$ cat config.mk
export PLATFORM = sky130hd
export DESIGN_NAME = sptm_alu
export DESIGN_NICKNAME = d
export VERILOG_FILES = /design/src/sptm_pkg.sv /design/src/sptm_alu.sv
export SDC_FILE = /design/constraint.sdc
export NUM_CORES = 1
export LEC_CHECK = 0
export ABC_AREA = 1
export BUFFER_PORTS_ARGS = -buffer_cell sky130_fd_sc_hd__buf_2
export CAP_MARGIN = 15
export CORE_ASPECT_RATIO = 1.4
export CORE_MARGIN = 1
export CORE_UTILIZATION = 51
export DETAILED_ROUTE_END_ITERATION = 10
export PLACE_DENSITY = 0.81
export SYNTH_ARGS = -nofsm -noshare
export SYNTH_HDL_FRONTEND = slang
export SYNTH_SLANG_ARGS = --single-unit
export TNS_END_PERCENT = 100
$ cat constraint.sdc
create_clock -name vclk -period 2.98
set_clock_uncertainty 0.05 [all_clocks]
set_input_delay 0.447 -clock vclk [all_inputs]
set_output_delay 0.447 -clock vclk [all_outputs]
set_load 0.03 [all_outputs]
$ cat src/sptm_pkg.sv
// ----------------------------------------------------------------------------
// sptm_pkg
// Shared widths, entry layout and operation codes for the Sv39 page table
// mapper.
// ----------------------------------------------------------------------------
package sptm_pkg;

   localparam int VPN_W        = 27;
   localparam int PPN_W        = 44;
   localparam int IDX_W        = 9;
   localparam int PERM_W       = 10;
   localparam int ENTRY_W      = 64;
   localparam int COUNT_W      = 27;
   localparam int READ_SLOT_W  = 4;
   localparam int USED_W       = 5;
   localparam int ENTRIES_PER_TABLE = 512;

   // pte layout: ppn sits above the ten flag bits
   localparam int PTE_PPN_LSB  = 10;
   localparam int PTE_PPN_MSB  = PTE_PPN_LSB + PPN_W - 1;
   localparam int PTE_V_BIT    = 0;
   localparam int PTE_PAD_W    = ENTRY_W - PPN_W - PERM_W;

   localparam logic FUNC_MAP  = 1'b0;
   localparam logic FUNC_READ = 1'b1;

   typedef enum logic {
      ALU_ADD,
      ALU_SUB
   } alu_op_type;

endpackage

$ cat src/sptm_alu.sv
// ----------------------------------------------------------------------------
// sptm_alu
// Shared page number adder: pool slot addresses, pointer offsets and the
// running physical page number of a region.
// ----------------------------------------------------------------------------
module sptm_alu
   import sptm_pkg::*;
(
   input  alu_op_type       op,
   input  logic [PPN_W-1:0] a,
   input  logic [PPN_W-1:0] b,
   output logic [PPN_W-1:0] result
);

   always_comb begin
      case (op)
         ALU_ADD: result = a + b;
         ALU_SUB: result = a - b;
         default: result = a;
      endcase
   end

endmodule

==> run metrics, run 1 <==
status did not finish; Stopped at 4_1_cts; Run Error [ERROR DPL-0033] detailed placement checks failed during check placement.; Post-CTS Setup Bufs 23; row count 41; I/O pins 133; synthesized area per cell 4.81 µm²; Die Span X 84.2 µm; Ys Warns 0; synthesized area 4830 µm²; DP HPWL 17700 µm; CTS resizes 302; RD Place Congestion 1.01; Chip Height 117 µm; dpl ws -0.840 ns; Unique masters post-synth 33; Cells after Synth 1004; Initial Utilization 53.2%; register area share after synthesis 0%; Syn Nets 1138; # hold bufs at CTS 0; IO buf count 133
-- logic make-up after synthesis --
group / share of synthesized area [%]
AOI/OAI and AO/OA: 9.07
xor gates and xnor gates: 10.3
adders and majority gates: 11.8
buffers and inverters: 14.6
and+or+nand+nor: 54.1
-- through the flow --
stage | instance area (µm²) | std cells | util [%] | hold slack [ns] | setup TNS (ns)
2_1_floorplan | 5300 | 1004 | - | 1.06 | -2.91
3_3_place_gp | 7610 | 1443 | 83.8 | 1.29 | -23.72
3_5_place_dp | 7610 | 1443 | 83.8 | 1.33 | -26.38
-- Yosys cell counts, drive strengths merged (2+ instances only) --
cell / number / share of area [%]
inv: 181 / 14
nand3: 65 / 7.8
nand2: 397 / 31
xor2: 45 / 8.2
nand3b: 2 / 0.39
ha: 44 / 11
clkbuf: 2 / 0.16
nor2: 152 / 12
a31oi: 5 / 0.65
o21bai: 5 / 0.78
nor3: 3 / 0.41
nand4: 14 / 1.8
buf: 4 / 0.41
a21oi: 39 / 4.0
xnor2: 12 / 2.2
o21ai: 27 / 3.1
==> run 2: changes to the inputs <==
Settings changed: CORE_ASPECT_RATIO 1.4 to default, CORE_UTILIZATION 51 to 40, PLACE_DENSITY 0.81 to default, PLACE_DENSITY_LB_ADDON from default to 0.15.
Clock period 2.98 ns to 3.9 ns, I/O delays scaled along.
==> run 2 against run 1 <==
Effect of this change:
- the flow now finishes, with violations (DRC, setup timing)
- area after synthesis is the same
- synthesized cell count did not move
==> run metrics, run 2 <==
n_diodes 0; Adder-Cell Fraction of Synth Area 11.8% (unchanged); Die Span X 112 µm (was 84.2 µm); number of global-route vias before repair 5989; Worst setup EP type output port; Peak VDD IR 0.000120 V; RD Place Congestion 0.966 (was 1.01); Initial Utilization 41.6% (was 53.2%); critical-path cell list buf_2, inv_1, nand3_4, nor2_8, nand3_4, o21ai_4, nand2_2, xor2_2, ha_4, nand2_4, nor2_4, nand2_1, nor2_1, nand2_1, nand3_4, nand2_2, nand2_1, nand2_1, nand2_1, buf_6; layout net count 1402; commonest cells in the synthesized netlist 395 x nand2_1, 181 x inv_1, 148 x nor2_1 (unchanged); crit-path leading delay family simple AND/OR/NAND/NOR gates; Simple-Gate Fraction of Synth Area 54.1% (unchanged); Synth top area share 30.7% (unchanged); initial antenna violation count 0; row count 39 (was 41); FF+latch count 0; most frequent cell after synthesis nand2_1 (unchanged); Layout clock buffers 0; CP Launch Type primary input; RSZ-0062 raised after global routing true; Cells after Synth 1004 (unchanged); CP max stage delay 0.34 ns; first-pass GRT wire length 28200 µm; drt initial violations 524; minimum clock period 3.99 ns; largest net degree at the start of global routing 15; Core ar. 11600 µm²; IO buf count 133 (unchanged); worst setup margin -0.0894 ns; largest family of logic cells by synthesized area simple AND/OR/NAND/NOR gates (unchanged); Buf/Inv on CP 3; mux cell area share after synthesis 0% (unchanged); Slew Limit Fails 0; Unique masters post-synth 33 (unchanged); Sequential Area 0 µm²; WS Path Type primary input to output port; fin cells 1409; Worst Path Max Fanout 5; Worst Tran Pin Value 0.356 ns; fillcell total 997; Area growth syn-to-layout 68.0%; Hold Fails Final Rpt 0; worst hold path class primary input to output port; FMAX 0.251 GHz; vias per cell 5.15; failing checks DRC, setup timing; Ys Warns 0 (unchanged); Leakage 0.00436 µW; Routed Antenna Nets 0; CP max stage cell ha_4; synthesized area per cell 4.81 µm² (unchanged); MaxCap Viol Count 0; drt total wl 20400 µm; DRC Markers 8; status finished with violations (was did not finish); Post-Place Cells 1387 (was 1443); TNS Setup -0.227 ns; critical path arrival 3.35 ns; I/O pins 133 (unchanged); share of layout cells above drive strength 1 41.9%; critical path's most frequent cell nand2_1; Tot GR Track Use 27.7%; P per Cell Area 236 nW/µm²; final setup fails 6; most frequent cells in the layout 331 x nand2_1, 167 x inv_1, 143 x buf_4; Rel. slew slack 76.0%; fin crit share 102%; Post-Route Utilization 69.9%; vias 7253; most common cell after layout, fill and taps aside nand2_1; synthesized area 4830 µm² (unchanged); Syn Nets 1138 (unchanged); register area share after synthesis 0% (unchanged); Chip Height 112 µm (was 117 µm); Area contributors post-synth nand2_1 31%, inv_1 14%, nor2_1 12%, ha_1 11%, xor2_1 8.2% (unchanged); CP required 3.26 ns; post-synthesis xor/xnor area fraction 10.3% (unchanged); total grt overflow 0; Die ar. 12500 µm²; wire length per cell 14.5 µm; DP HPWL 15800 µm (was 17700 µm); Synth area leader nand2_1 (unchanged); post-synthesis compound-gate area fraction 9.07% (unchanged); Pre-antenna DRT Iters 8
[run 2: path summary, 6_finish.rpt]
kind	slack, ns	cells past startpoint	start	end
min	1.53	4	b[0]	result[0]
max	-0.09	20	b[3]	result[40]
[run 2: final cells by class]
class | count | area (µm²) | area share, %
inverters | 181 | 693 | 8.54
repair buffers | 268 | 1820 | 22.4
multi-input cells | 817 | 5420 | 66.8
well taps | 143 | 179 | 2.21
[run 2: metrics by stage]
stage	setup slack, ns	area, µm²	hold WS (ns)	power, µW
final	-0.0894	8110	1.53	1920
after global routing	-0.217	8110	1.55	2050
after CTS	-0.0170	6670	1.51	1530
after detailed placement	-0.218	6490	1.51	1470
after global placement	-0.231	6490	1.51	1460
after floorplan	0.106	4830	1.33	938
[run 2: logic make-up (layout without fill, tap and decap cells)]
kind of cell    after synthesis  in the layout
simple gates                636            636
buf+inv                     187            449
compound gates               79             79
xor+xnor                     57             57
fa+ha+maj                    45             45
[run 2: tightest hold or removal path, stage by stage]
cell and delay, ns:
buf_6 0.08, ha_1 0.12, inv_1 0.04, buf_2 0.17
[run 2: repair_timing]
action	CTS	global route
pin swaps	10	105
setup buffers	4	18
hold buffers	0	0
gates resized for setup	41	332
endpoints found under the setup margin	20	33
[run 2: power by group]
group | switching (µW) | internal, µW | leakage (µW)
Combinational | 1160 | 754 | 0.00436
Sequential | 0 | 0 | 0
Clock | 0 | 0 | 0
[run 2: per-layer routing]
metal / share of wire (%) / global-route usage (%) / up-vias
met5: 0 / 0 / -
li1: - / - / 3599
met2: 47 / 46.0 / 318
met1: 43 / 40.0 / 3280
met3: 7.1 / 1.25 / 56
met4: 2.7 / 4.32 / 0
Power figures use the tool's default switching activity.
==> run 3: changes to the inputs <==
Settings changed: PLACE_DENSITY from default to 0.72, PLACE_DENSITY_LB_ADDON 0.15 to default.
Clock period 3.9 ns to 3.6 ns, I/O delays scaled along.
==> run 3 against run 2 <==
Effect of this change:
- the run still ends with DRC, setup timing left
- flip-flop and latch count stayed put
- non-clock buffer count is 73 higher
- core utilization is 8.4 points higher
- power is 31% higher
- wire length is 43% higher
- die area stayed put
- global-route usage is 2.4 points higher
- cell count is 5.3% higher
- setup slack worse by 0.47 ns
- first-iteration DRC count is 150% higher
- cell area is 12% higher
- critical path type unchanged
- largest power group unchanged
- highest routed layer unchanged
==> run metrics, run 3 (synthesis results as in run 2) <==
status finished with violations (unchanged); failing checks DRC, setup timing (unchanged); FF+latch count 0 (unchanged); vias 8927 (was 7253); drt initial violations 1298 (was 524); Tot GR Track Use 30.1% (was 27.7%); NetSw 1510 µW (was 1160 µW); share of layout cells above drive strength 1 48.8% (was 41.9%); crit-path leading delay family simple AND/OR/NAND/NOR gates (unchanged); MaxCap Viol Count 0 (unchanged); first-pass GRT wire length 30600 µm (was 28200 µm); CP max stage cell xor2_1 (was ha_4); Post-Place Cells 1455 (was 1387); Initial Utilization 41.6% (unchanged); fin cells 1483 (was 1409); minimum clock period 4.16 ns; Core ar. 11600 µm² (unchanged); largest net degree at the start of global routing 18 (was 15); critical-path cell list buf_8, inv_6, ha_4, nand3_4, nor2_8, nand3_4, o21ai_4, nand2_2, xor2_1, ha_4, a21oi_2, o21bai_2, buf_4, a21oi_4, nor2_1, nor2_1, nand2_1, nand2_1, nand2_1, buf_6 (was buf_2, inv_1, nand3_4, nor2_8, nand3_4, o21ai_4, nand2_2, xor2_2, ha_4, nand2_4, nor2_4, nand2_1, nor2_1, nand2_1, nand3_4, nand2_2, nand2_1, nand2_1, nand2_1, buf_6); drt total wl 29100 µm (was 20400 µm); Die ar. 12500 µm² (unchanged); vias per cell 6.02 (was 5.15); most frequent cells in the layout 300 x nand2_1, 200 x buf_4, 156 x inv_1 (was 331 x nand2_1, 167 x inv_1, 143 x buf_4); final setup fails 38 (was 6); Buf/Inv on CP 4 (was 3); Slew Limit Fails 0 (unchanged); initial antenna violation count 1 (was 0); IO buf count 133 (unchanged); Seq pwr share 0% (about the same); RD Place Congestion 0.978 (was 0.966); Leakage 0.00485 µW (was 0.00436 µW); final instance area 9090 µm² (was 8110 µm²); Chip Height 112 µm (unchanged); Area growth syn-to-layout 88.3% (was 68.0%); fin crit share 116%; Comb power frac 100.0% (about the same); Pre-antenna DRT Iters 11 (was 8); Die Span X 112 µm (unchanged); Int Pwr 1010 µW (was 754 µW); Routed Antenna Nets 0 (unchanged); power after layout 2520 µW (was 1920 µW); RSZ-0062 raised after global routing true (unchanged); Worst Tran Pin Value 0.479 ns (was 0.356 ns); dpl ws -0.334 ns (was -0.218 ns); Layout clock buffers 0 (unchanged); total grt overflow 0 (unchanged); most common cell after layout, fill and taps aside nand2_1 (unchanged); sw frac 59.8% (was 60.7%); wire length per cell 19.6 µm (was 14.5 µm); critical path arrival 3.57 ns (was 3.35 ns); DP HPWL 16000 µm (was 15800 µm); layout net count 1475 (was 1402); number of global-route vias before repair 6747 (was 5989); row count 39 (unchanged); Area after DPL 7040 µm² (was 6490 µm²); CP required 3.01 ns (was 3.26 ns); FMAX 0.240 GHz; DRC Markers 12 (was 8); Peak VDD IR 0.000175 V (was 0.000120 V); fillcell total 708 (was 997); Sequential Area 0 µm² (unchanged); Hold Fails Final Rpt 0 (unchanged); worst setup margin -0.558 ns (was -0.0894 ns); worst hold path class primary input to output port (unchanged); Worst Path Max Fanout 4 (was 5); CP Launch Type primary input (unchanged); Rel. slew slack 67.9% (was 76.0%); # hold bufs at CTS 0 (unchanged); Worst setup EP type output port (unchanged); CP max stage delay 0.33 ns (was 0.34 ns); WS Path Type primary input to output port (unchanged); clock power share 0% (about the same); P per Cell Area 277 nW/µm² (was 236 nW/µm²); critical path's most frequent cell nand2_1 (unchanged); I/O pins 133 (unchanged)
==> run 3: cell count changes in the layout (fill, tap and decap cells not counted), moves of 9 or more <==
| cell | before | now |
|---|---|---|
| buf_4 | 143 | 200 |
| buf_6 | 17 | 47 |
| nand2_1 | 331 | 300 |
| nand2_2 | 55 | 76 |
| nor2_4 | 23 | 34 |
| buf_2 | 106 | 90 |
| nor2_2 | 55 | 37 |
| nand2_4 | 11 | 20 |
| inv_2 | 9 | 22 |
| inv_1 | 167 | 156 |
==> run 3: worst paths after layout <==
check | cells after the start | to | from | slack (ns)
worst max-delay path | 20 | result[33] | b[1] | -0.56
worst min-delay path | 5 | result[0] | a[0] | 1.57
==> run 3: through the flow <==
step / TNS, ns / hold WS [ns] / util, %
finish: -11.84 / 1.57 / 78.3
global route: -17.68 / 1.60 / 78.3
CTS: -1.00 / 1.48 / 66.2
detailed placement: -6.62 / 1.48 / 60.6
global placement: -5.62 / 1.48 / 60.6
floorplan: -0.0106 / 1.24 / -
==> run 3: layout make-up <==
type	instances	area (µm²)	area share, %
tap	143	179	1.97
antenna	1	2.50	0.0275
inverter	181	689	7.58
timing repair buffer	341	2520	27.7
multi-input combinational	817	5700	62.7
==> run 3: power by group through the flow <==
| stage | Clock [µW] | Combinational [µW] | Sequential, µW |
|---|---|---|---|
| after floorplan | 0 | 1030 | 0 |
| after global placement | 0 | 1660 | 0 |
| after detailed placement | 0 | 1670 | 0 |
| after CTS | 0 | 1870 | 0 |
| after global routing | 0 | 2610 | 0 |
| final | 0.0000329 | 2520 | 0 |
==> run 3: metal layers <==
metal / wire length, µm / share of wire [%] / GRT usage (%)
met1: 10200 / 35 / 39.5
met2: 12400 / 43 / 52.9
met3: 3530 / 12 / 1.36
met4: 2990 / 10 / 9.28
met5: 0 / 0 / 0
==> run 3: tightest hold or removal path, stage by stage <==
cell and delay, ns:
buf_2 0.10, inv_1 0.05, ha_1 0.15, inv_1 0.06
buf_2 0.17
==> run 3: what timing repair did <==
item	4_1_cts	5_1_grt
resized for setup	156	333
endpoints found under the setup margin	33	36
setup buffers	11	19
pin swaps	43	103
==> run 4: changes to the inputs <==
Settings changed: ABC_AREA 1 to 0, CORE_UTILIZATION 40 to 30, PLACE_DENSITY 0.72 to 0.61.
==> run 4 against run 3 <==
Effect of this change:
- the run still ends with DRC, setup timing left
- flip-flop and latch count stayed put
- sequential share of layout area stayed put
- first-iteration DRC count is 74% lower
- clock-buffer cell count stayed put
- critical path depth is 5 lower
- critical path type unchanged
- highest routed layer unchanged
==> run metrics, run 4 <==
vias per cell 5.42 (was 6.02); Core ar. 11600 µm² (about the same); number of global-route vias before repair 5885 (was 6747); status finished with violations (unchanged); IO buf count 133 (unchanged); synthesized area per cell 6.56 µm² (was 4.81 µm²); drt total wl 18900 µm (was 29100 µm); largest net degree at the start of global routing 16 (was 18); I/O pins 133 (unchanged); Initial Utilization 31.2% (was 41.6%); power after layout 2710 µW (was 2520 µW); wire length per cell 17.5 µm (was 19.6 µm); Slew Limit Fails 0 (unchanged); first-pass GRT wire length 28000 µm (was 30600 µm); Unique masters post-synth 62 (was 33); minimum clock period 4.98 ns (was 4.16 ns); Worst Tran Pin Value 0.422 ns (was 0.479 ns); total grt overflow 0 (unchanged); Seq pwr share 0% (about the same); Rel. slew slack 71.7% (was 67.9%); Worst setup EP type output port (unchanged); Worst Path Max Fanout 3 (was 4); final setup fails 36 (was 38); register area share after synthesis 0% (unchanged); sw frac 51.2% (was 59.8%); Area contributors post-synth xnor2_1 16%, ha_1 15%, a21oi_1 9.0%, nor2_1 7.0%, a21o_1 4.4% (was nand2_1 31%, inv_1 14%, nor2_1 12%, ha_1 11%, xor2_1 8.2%); commonest cells in the synthesized netlist 67 x nor2_1, 65 x a21oi_1, 64 x xnor2_1 (was 395 x nand2_1, 181 x inv_1, 148 x nor2_1); vias 5863 (was 8927); Synth top area share 15.5% (was 30.7%); WS Path Type primary input to output port (unchanged); Routed Antenna Nets 0 (unchanged); share of layout cells above drive strength 1 67.0% (was 48.8%); most frequent cell after synthesis nor2_1 (was nand2_1); synthesized area 3610 µm² (was 4830 µm²); Int Pwr 1320 µW (was 1010 µW); Ys Warns 0 (unchanged); most frequent cells in the layout 230 x buf_4, 89 x buf_2, 88 x buf_6 (was 300 x nand2_1, 200 x buf_4, 156 x inv_1); RSZ-0062 raised after global routing true (unchanged); Die Span X 112 µm (about the same); Layout clock buffers 0 (unchanged); failing checks DRC, setup timing (unchanged); Pre-antenna DRT Iters 10 (was 11); CP required 3.01 ns (about the same); DP HPWL 13300 µm (was 16000 µm); P per Cell Area 324 nW/µm² (was 277 nW/µm²); fin crit share 138% (was 116%); FF+latch count 0 (unchanged); Die ar. 12500 µm² (about the same); Tot GR Track Use 27.4% (was 30.1%); Sequential Area 0 µm² (unchanged); NetSw 1390 µW (was 1510 µW); Chip Height 112 µm (about the same); Area growth syn-to-layout 132% (was 88.3%); drt initial violations 341 (was 1298); Syn Nets 684 (was 1138); initial antenna violation count 1 (unchanged); worst hold path class primary input to output port (unchanged); CP Launch Type primary input (unchanged); MaxCap Viol Count 0 (unchanged); row count 39 (unchanged); Cells after Synth 550 (was 1004); worst setup margin -1.38 ns (was -0.558 ns); most common cell after layout, fill and taps aside buf_4 (was nand2_1); RD Place Congestion 0.918 (was 0.978); Synth area leader xnor2_1 (was nand2_1); TNS Setup -27.94 ns (was -11.84 ns); # hold bufs at CTS 0 (unchanged); clock power share 0% (about the same); Hold Fails Final Rpt 0 (unchanged); FMAX 0.201 GHz (was 0.240 GHz); DRC Markers 6 (was 12); Leakage 0.00389 µW (was 0.00485 µW); layout net count 1074 (was 1475); Peak VDD IR 0.000287 V (was 0.000175 V); critical path arrival 4.39 ns (was 3.57 ns); Comb power frac 100.0% (about the same)
-- run 4: cell count changes in the layout (fill, tap and decap cells not counted), sizes merged, moves of 18 or more --
cell   change
a21oi     +26
nand3     -51
nand2    -358
a21o      +20
xnor2     +53
inv      -155
buf       +74
nor3      +18
nor2      -84
xor2      -31
-- run 4: layout make-up --
cell class         count  area (µm²)
multi-input cells    500        4840
repair buffers       412        3250
fillers              789        3190
well taps            143         179
inverters             26         103
diodes                 1        2.50
-- run 4: metal layers --
metal	global-route usage (%)	vias to the layer above	wire length (µm)
met5	0	-	0
met4	11.6	0	956
met3	2.34	69	921
li1	-	2787	-
met1	33.2	2756	7540
met2	49.5	251	9480
-- run 4: cells by family (layout without fill, tap and decap cells) --
| family | count (synthesis) | after routing | synth area share, % |
|---|---|---|---|
| compound gates | 175 | 175 | 31.3 |
| xor+xnor | 79 | 79 | 19.4 |
| fa+ha+maj | 45 | 45 | 15.8 |
| buf+inv | 50 | 438 | 5.41 |
| mux | 2 | 2 | 0.589 |
| other cells | 0 | 1 | 0 |
| simple gates | 199 | 199 | 27.5 |
-- run 4: path summary, 6_finish.rpt --
| path | start | end | slack (ns) | depth (start not counted) |
|---|---|---|---|---|
| min | a[0] | result[0] | 1.49 | 5 |
| max | b[23] | result[42] | -1.38 | 15 |
-- run 4: power groups by stage --
stage,Clock (µW),Sequential (µW),Combinational (µW)
3_3_place_gp,0,0,1940
2_1_floorplan,0,0,1230
5_1_grt,0.0000371,0,2850
4_1_cts,0,0,2440
6_report,0.0000371,0,2710
3_5_place_dp,0,0,1970
-- run 4: repair_timing --
action,4_1_cts,5_1_grt
buffers inserted,54,27
resized for setup,236,105
pin swaps,108,105
endpoints found under the setup margin,36,39
-- run 4: metrics by stage --
step	cells	utilization, %	instance area [µm²]	worst slack, ns	hold WS, ns
finish	1082	72.4	8380	-1.38	1.49
global placement	1021	55.9	6460	-1.38	1.48
CTS	1069	67.0	7750	-1.26	1.50
detailed placement	1021	55.9	6460	-1.47	1.50
floorplan	550	-	4110	-1.16	1.24
global route	1082	72.4	8380	-1.51	1.52
-- run 4: worst max-delay path: stages --
cell and delay [ns]:
buf_6 0.09, or4_4 0.55, or3_4 0.36, or4_4 0.45
buf_6 0.15, nor4_4 0.22, nor2_1 0.09, xnor2_1 0.13
ha_1 0.32, a211o_1 0.36, a41oi_4 0.28, o211ai_1 0.18
o21a_2 0.29, o211ai_1 0.19, buf_4 0.19
